### config.mk
export PLATFORM = sky130hd
export DESIGN_NAME = segment_reassembly_context_table
export DESIGN_NICKNAME = d
export VERILOG_FILES = /design/src/srct_pkg.sv /design/src/srct_ram.sv /design/src/segment_reassembly_context_table.sv
export SDC_FILE = /design/constraint.sdc
export NUM_CORES = 2
export LEC_CHECK = 0
export BUFFER_PORTS_ARGS = -buffer_cell sky130_fd_sc_hd__buf_2
export CORE_UTILIZATION = 30
export DETAILED_ROUTE_END_ITERATION = 16
export HOLD_SLACK_MARGIN = 0.15
export PLACE_DENSITY = 0.53
export SYNTH_ARGS = -nofsm -noshare
export SYNTH_HDL_FRONTEND = slang
export SYNTH_SLANG_ARGS = --single-unit
### constraint.sdc
create_clock -name clk -period 17.1 [get_ports clk]
set_clock_uncertainty 0.1 [all_clocks]
set_input_delay 0.855 -clock clk [delete_from_list [all_inputs] [get_ports clk]]
set_output_delay 0.855 -clock clk [all_outputs]
set_load 0.02 [all_outputs]
### src/srct_pkg.sv
// package: sizes, codes and word types of the segment reassembly context table
`default_nettype none
package srct_pkg;

  localparam int NUM_SLOTS     = 10;
  localparam int NUM_BLOCK_IDS = 16;
  localparam int MAX_MSG_BYTES = 4096;

  localparam int SLOT_W    = (NUM_SLOTS > 1) ? $clog2(NUM_SLOTS) : 1;
  localparam int BID_W     = $clog2(NUM_BLOCK_IDS);
  localparam int LEN_W     = $clog2(MAX_MSG_BYTES + 1);
  localparam int SUM_W     = 17;
  localparam int RAM_DEPTH = NUM_SLOTS * NUM_BLOCK_IDS;
  localparam int RAM_AW    = $clog2(RAM_DEPTH);

  localparam logic [1:0] SZ_BYTE      = 2'h1;
  localparam logic [1:0] SZ_WORD      = 2'h2;
  localparam logic [1:0] BS_COMPLETE  = 2'h0;
  localparam logic [1:0] BS_SEGMENTED = 2'h1;

  typedef enum logic [2:0] {
    ST_APPENDED  = 3'd0,
    ST_COMPLETE  = 3'd1,
    ST_DISCARDED = 3'd2,
    ST_NO_SLOT   = 3'd3,
    ST_OVERFLOW  = 3'd4
  } status_t;

  typedef enum logic [2:0] {
    S_IDLE,
    S_SCAN,
    S_READ,
    S_CALC,
    S_RELCHK
  } state_t;

  typedef struct packed {
    logic [15:0] conn_handle;
    logic [15:0] channel_id;
    logic [7:0]  header_byte;
    logic [15:0] length_field;
  } seg_in_t;

  typedef struct packed {
    status_t     status;
    logic [3:0]  slot_index;
    logic [3:0]  block_id;
    logic [15:0] seg_length;
    logic [12:0] write_offset;
    logic [12:0] message_length;
    logic        slot_released;
  } seg_out_t;

endpackage
`default_nettype wire

### src/srct_ram.sv
// generic single-write, registered-read ram
`default_nettype none
module srct_ram #(
  parameter int WIDTH = 8,
  parameter int DEPTH = 16
) (
  input  wire logic                     clk,
  input  wire logic                     we,
  input  wire logic [$clog2(DEPTH)-1:0] waddr,
  input  wire logic [WIDTH-1:0]         wdata,
  input  wire logic [$clog2(DEPTH)-1:0] raddr,
  output logic      [WIDTH-1:0]         rdata
);

  logic [WIDTH-1:0] mem [DEPTH];

  always_ff @(posedge clk) begin
    if (we) begin
      mem[waddr] <= wdata;
    end
    rdata <= mem[raddr];
  end

endmodule
`default_nettype wire

### src/segment_reassembly_context_table.sv
// top level: slot lookup, block length update and release check of the reassembly table
// sequence: a scan of k slots, k = slots scanned
// (1..NUM_SLOTS, one slot a cycle on the shared comparator), then read, update, release check
// a miss (no slot, or a discard without a match) scans all slots and skips read and update
// a new word is taken only back in idle, not while one is in work; busy stays high meanwhile
// reset clears all tags and length valid bits at once; results cannot be stalled
`default_nettype none
module segment_reassembly_context_table (
  input  wire logic              clk,
  input  wire logic              rst,
  input  wire logic              start,
  input  wire srct_pkg::seg_in_t item,
  output logic                   busy,
  output logic                   done,
  output srct_pkg::seg_out_t     result
);

  srct_pkg::state_t state, state_next;

  logic [15:0] tag_h [srct_pkg::NUM_SLOTS];
  logic [15:0] tag_c [srct_pkg::NUM_SLOTS];
  logic [srct_pkg::NUM_BLOCK_IDS-1:0] nz [srct_pkg::NUM_SLOTS];

  logic [15:0]                  req_h;
  logic [15:0]                  req_c;
  logic [srct_pkg::BID_W-1:0]   bid;
  logic [15:0]                  seg;
  logic                         is_append;
  logic                         is_complete;
  logic                         chk_rel;
  logic [srct_pkg::SLOT_W-1:0]  idx;
  logic [srct_pkg::SLOT_W-1:0]  slot;
  logic [srct_pkg::SLOT_W-1:0]  free_idx;
  logic                         free_found;

  logic [1:0]  in_size;
  logic [1:0]  in_bst;
  logic [15:0] in_seg;
  logic        in_append;

  logic                        tag_hit;
  logic                        tag_free;
  logic                        last;
  logic                        scan_end;
  logic                        found_now;
  logic [srct_pkg::SLOT_W-1:0] pick;

  logic [srct_pkg::LEN_W-1:0]  rd_data;
  logic [srct_pkg::LEN_W-1:0]  old;
  logic [srct_pkg::SUM_W-1:0]  sum;
  logic                        ovf;
  logic                        ram_we;
  logic [srct_pkg::RAM_AW-1:0] ram_addr;

  logic do_load;
  logic do_scan;
  logic do_calc;
  logic do_relchk;

  // header decode
  always_comb begin
    in_size   = item.header_byte[7:6];
    in_bst    = item.header_byte[1:0];
    in_append = (in_bst == srct_pkg::BS_COMPLETE) || (in_bst == srct_pkg::BS_SEGMENTED);
    case (in_size)
      srct_pkg::SZ_BYTE: in_seg = {8'h00, item.length_field[7:0]};
      srct_pkg::SZ_WORD: in_seg = item.length_field;
      default:           in_seg = 16'h0000;
    endcase
  end

  // shared tag comparator
  always_comb begin
    tag_hit   = (tag_h[idx] == req_h) && (tag_c[idx] == req_c);
    tag_free  = (tag_h[idx] == 16'h0000) && (tag_c[idx] == 16'h0000);
    last      = (idx == srct_pkg::SLOT_W'(srct_pkg::NUM_SLOTS - 1));
    scan_end  = tag_hit || last;
    found_now = tag_hit || (is_append && (free_found || tag_free));
    if (tag_hit) begin
      pick = idx;
    end else if (free_found) begin
      pick = free_idx;
    end else begin
      pick = idx;
    end
  end

  // length arithmetic
  always_comb begin
    old      = nz[slot][bid] ? rd_data : '0;
    sum      = srct_pkg::SUM_W'(old) + srct_pkg::SUM_W'(seg);
    ovf      = sum > srct_pkg::SUM_W'(srct_pkg::MAX_MSG_BYTES);
    ram_we   = do_calc && is_append && !ovf;
    ram_addr = srct_pkg::RAM_AW'({slot, bid});
  end

  srct_ram #(
    .WIDTH (srct_pkg::LEN_W),
    .DEPTH (srct_pkg::RAM_DEPTH)
  ) u_len_ram (
    .clk   (clk),
    .we    (ram_we),
    .waddr (ram_addr),
    .wdata (srct_pkg::LEN_W'(sum)),
    .raddr (ram_addr),
    .rdata (rd_data)
  );

  // next state
  always_comb begin
    state_next = state;
    case (state)
      srct_pkg::S_IDLE: begin
        if (start) begin
          state_next = srct_pkg::S_SCAN;
        end
      end
      srct_pkg::S_SCAN: begin
        if (scan_end) begin
          state_next = found_now ? srct_pkg::S_READ : srct_pkg::S_RELCHK;
        end
      end
      srct_pkg::S_READ:   state_next = srct_pkg::S_CALC;
      srct_pkg::S_CALC:   state_next = srct_pkg::S_RELCHK;
      srct_pkg::S_RELCHK: state_next = srct_pkg::S_IDLE;
      default:            state_next = srct_pkg::S_IDLE;
    endcase
  end

  // sequencer outputs
  always_comb begin
    busy      = 1'b1;
    do_load   = 1'b0;
    do_scan   = 1'b0;
    do_calc   = 1'b0;
    do_relchk = 1'b0;
    case (state)
      srct_pkg::S_IDLE: begin
        busy    = 1'b0;
        do_load = start;
      end
      srct_pkg::S_SCAN:   do_scan   = 1'b1;
      srct_pkg::S_READ:   ;
      srct_pkg::S_CALC:   do_calc   = 1'b1;
      srct_pkg::S_RELCHK: do_relchk = 1'b1;
      default:            ;
    endcase
  end

  // control state
  always_ff @(posedge clk) begin
    if (rst) begin
      state   <= srct_pkg::S_IDLE;
      done    <= 1'b0;
      chk_rel <= 1'b0;
      for (int i = 0; i < srct_pkg::NUM_SLOTS; i++) begin
        tag_h[i] <= '0;
        tag_c[i] <= '0;
        nz[i]    <= '0;
      end
    end else begin
      state <= state_next;
      done  <= do_relchk;
      if (do_load) begin
        chk_rel <= 1'b0;
      end
      if (do_calc) begin
        if (is_append) begin
          tag_h[slot] <= req_h;
          tag_c[slot] <= req_c;
        end
        if (!is_append || ovf || is_complete) begin
          nz[slot][bid] <= 1'b0;
          chk_rel       <= 1'b1;
        end else begin
          nz[slot][bid] <= (sum != '0);
          chk_rel       <= 1'b0;
        end
      end
      if (do_relchk && chk_rel && (nz[slot] == '0)) begin
        tag_h[slot] <= '0;
        tag_c[slot] <= '0;
      end
    end
  end

  // request, scan and result registers
  always_ff @(posedge clk) begin
    if (do_load) begin
      req_h       <= item.conn_handle;
      req_c       <= item.channel_id;
      bid         <= item.header_byte[5:2];
      seg         <= in_seg;
      is_append   <= in_append;
      is_complete <= (in_bst == srct_pkg::BS_COMPLETE);
      idx         <= '0;
      free_found  <= 1'b0;
      result.status         <= in_append ? srct_pkg::ST_NO_SLOT : srct_pkg::ST_DISCARDED;
      result.slot_index     <= 4'h0;
      result.block_id       <= item.header_byte[5:2];
      result.seg_length     <= in_seg;
      result.write_offset   <= 13'h0000;
      result.message_length <= 13'h0000;
      result.slot_released  <= 1'b0;
    end
    if (do_scan) begin
      idx <= idx + 1'b1;
      if (tag_free && !free_found) begin
        free_found <= 1'b1;
        free_idx   <= idx;
      end
      if (scan_end) begin
        slot <= pick;
        if (found_now) begin
          result.slot_index <= 4'(pick);
        end
      end
    end
    if (do_calc && is_append) begin
      if (ovf) begin
        result.status <= srct_pkg::ST_OVERFLOW;
      end else begin
        result.status         <= is_complete ? srct_pkg::ST_COMPLETE : srct_pkg::ST_APPENDED;
        result.write_offset   <= 13'(old);
        result.message_length <= 13'(sum);
      end
    end
    if (do_relchk && chk_rel && (nz[slot] == '0)) begin
      result.slot_released <= 1'b1;
    end
  end

endmodule
`default_nettype wire

==> metrics <==
I/O Buffers=roughly 110; TritonCTS Sinks=a little under 3000; Min-Delay Path Class=in -> reg; Clock Pin Slew Worst Setup and Hold Paths=about 0.060 ns; global-route met1 utilization=a little under a quarter; clock share of power=between 40% and 50%; period utilization=between 50 and 60%; Syn Area/Cell=just under 20 sq um; R2R Path End=u_len_ram.mem[37][2]; Mapped Nets=approximately 6000; DP HPWL=approximately 210 mm; Pre-antenna DRT Iters=5; setup_tns=0 ns; pwr dens=124 nW/um^2; crit-path max cell delay=approximately 1.1 ns; Congestion Overflow GR=0; global placement routability congestion=0.812; CP max-delay cell=nor3_2; Total Power=between 15 and 20 mW; Reg2Reg Setup Slack=~7 ns; max-cap violation count=0; R2R depth=21; Vias per Instance=5.24; critical-path cell list=buf_4 > mux4_2 > mux4_2 > mux4_2 > o22ai_1 > o21ai_1 > buf_4 > and2_1 > ha_4 > fa_4 > a21o_1 > a21oi_1 > o21a_1 > o21ai_0 > xor2_4 > nor4_1 > a21o_1 > nand2_4 > buf_4 > buf_4 > nor3_2; min-delay src=item[17]; GR Util All Layers=17.0%; Routed WL=around 350 mm; final instance area=about 140000 sq um; CP top delay family=compound AO/OA/AOI/OAI gates; Final Setup Violations=0; Synth cell types=between 70 and 80; Post-synth top cells=edfxtp_1, mux4_2, nor2_1, nor3_1, clkbuf_1; Die X-Extent=roughly 630 microns; hold endpoint=is_append; largest net degree at the start of global routing=162; largest fanout on the critical path=49; Hold Vio Cnt, Final=0; worst-margin pin slew=~1.5 ns; most frequent cell after synthesis=edfxtp_1; GRT Max-Usage Layer=met2; DRT antenna net count=0; Rows=~230; area of the die=between 400000 and 500000 sq um; GRT met2 Usage=between 20% and 30%; DR WL/cell=just under 30 microns; CP startpoint kind=register; nets@finish=roughly 6400; Seq/Total Area, Yosys=74.1%; P_leak=43.5 nW; area growth from synthesis to layout=15.5%; Core Area=between 300000 and 400000 sq um; hold path cells=2; IO Pins=115; Int Pwr=between 10 and 15 mW; Worst Path Buf+Inv=4; dominant cells by area after synthesis=edfxtp_1, mux4_2, nor2_1; NetSw=about 4.2 mW; sw frac=approximately 25%; Yosys top cell area share=approximately three quarters; RSZ-0062 raised after global routing=false; Reg power frac=roughly half; Synth warnings=0; dominant synthesized flop cell=edfxtp_1; run status=completed; H-tree depth=5; met3 usage=2.93%; DR iter-0 viols=between 6000 and 7000; Post-Syn Instances=6077; Setup crit end kind=register; Max Clock Freq=0.100 GHz; CTS Buf Count=roughly 310; layout cell share with drive strength beyond 1=between 20 and 30%; Final Max Tran Viols=0; Die Height=approximately 630 microns; initial antenna violation count=12; Root Driver=clkbuf_16; CP Class=reg -> reg; synthesized area=about 120000 sq um; TritonCTS clock tree=yes; worst skew pair latency=just over 0.9 ns; Yosys reg bits=~3000; CP required=17.47 ns; vias in the first global route=around 62000; Initial Util=30.2%; PostCTS Resize Cnt=0; vias=61900; Synth area leader=edfxtp_1; slew margin rel.=2.60%; Final Critical Period=9.97 ns; asr flop ratio synth=0%; Post-synth EDFFs=between 2000 and 3000; worst path arrival time=about 10 ns; combinational power share=10.3%; global-route wire length before repair=just under 500 mm; Placed Area=~130000 sq um; drt drc=0; Worst path most repeated cell=buf_4; Clock Tree Buf Depth=4; Peak VDD IR=0.0957 mV
## sequential cells by signal (all words and copies together), names as in the netlist, 13 cells and up, named ones only
name             flops
nz                 256
req_c               16
req_h               16
result              34
seg                 16
tag_c              256
tag_h              256
u_len_ram.mem     2080
u_len_ram.rdata     13
## how the worst max path moves through the flow
stage | end | slack [ns] | depth (start not counted)
2_1_floorplan | u_len_ram.mem[39][0] | 6.33 | 22
3_3_place_gp | u_len_ram.mem[111][3] | 7.14 | 19
3_5_place_dp | u_len_ram.mem[100][12] | 7.13 | 19
4_1_cts | u_len_ram.mem[38][9] | 7.05 | 21
5_1_grt | u_len_ram.mem[111][11] | 6.62 | 19
6_report | u_len_ram.mem[37][2] | 7.13 | 21
## metal layers
metal | vias up | part of all wire [%]
li1 | 25300 | -
met1 | 33500 | 42
met3 | 449 | 7.0
met5 | - | 0.015
met4 | 8 | 2.4
met2 | 2677 | 48
## area by class of cell
class                      instances  area, sq um
inverter                          61          238
fill                           36700       258000
timing repair buffer             339         2500
tap                             5242         6560
multi-input combinational       2634        30000
clock inverter                   184         2050
antenna                            4         10.0
sequential                      2975        88800
clock buffer                     377         8210
## repair_timing
item	in CTS	in global routing
hold buffers	53	0
setup buffers	0	0
hold endpoints to repair	53	0
## power by group through the flow
stage / clock [mW] / combinational [mW] / sequential (mW)
after floorplan: 0 / 0.951 / 8.77
after global placement: 0 / 1.77 / 8.71
after detailed placement: 0 / 1.80 / 8.71
after CTS: 7.00 / 1.81 / 8.56
after global routing: 7.26 / 1.87 / 8.56
final: 6.89 / 1.77 / 8.56
## cell families (layout without fill, tap and decap cells)
logic type | count (synthesis) | count (layout) | share of synthesized area [%]
xor+xnor | 53 | 53 | 0.387
buf+inv | 468 | 961 | 1.65
simple gates | 1225 | 1225 | 4.54
fa+ha+maj | 18 | 18 | 0.194
other cells | 0 | 4 | 0
mux | 1011 | 1011 | 17.4
flops | 2975 | 2975 | 74.1
compound gates | 327 | 327 | 1.73
## placed cells by master, fill, tap and decap left out, drive strengths merged, types with 17 or more instances in the layout
master / Yosys / final
buf: 176 / 286
and2: 43 / 43
dlygate4sd3: 0 / 53
a21oi: 36 / 36
dfxtp: 58 / 58
nand2b: 19 / 19
xor2: 32 / 32
bufinv: 0 / 38
o22ai: 22 / 22
clkbuf: 231 / 377
edfxtp: 2917 / 2917
mux4: 855 / 855
inv: 60 / 73
nor2: 580 / 580
xnor2: 21 / 21
mux2i: 119 / 119
mux2: 37 / 37
nand2: 176 / 176
clkinv: 1 / 122
nor4: 37 / 37
nand3: 44 / 44
o21ai: 137 / 137
a22oi: 23 / 23
nor3: 264 / 264
nor2b: 19 / 19
ha: 17 / 17
## per-stage QoR
step	setup slack [ns]	hold slack [ns]	instances	utilization (%)
3_3_place_gp	7.14	0.340	11200	32.1
4_1_cts	7.05	0.216	11800	34.9
5_1_grt	6.62	0.263	11800	34.9
2_1_floorplan	6.33	0.324	6077	-
3_5_place_dp	7.13	0.348	11200	32.1
6_report	7.13	0.285	11800	34.9
(Power assumes the default switching activity.)
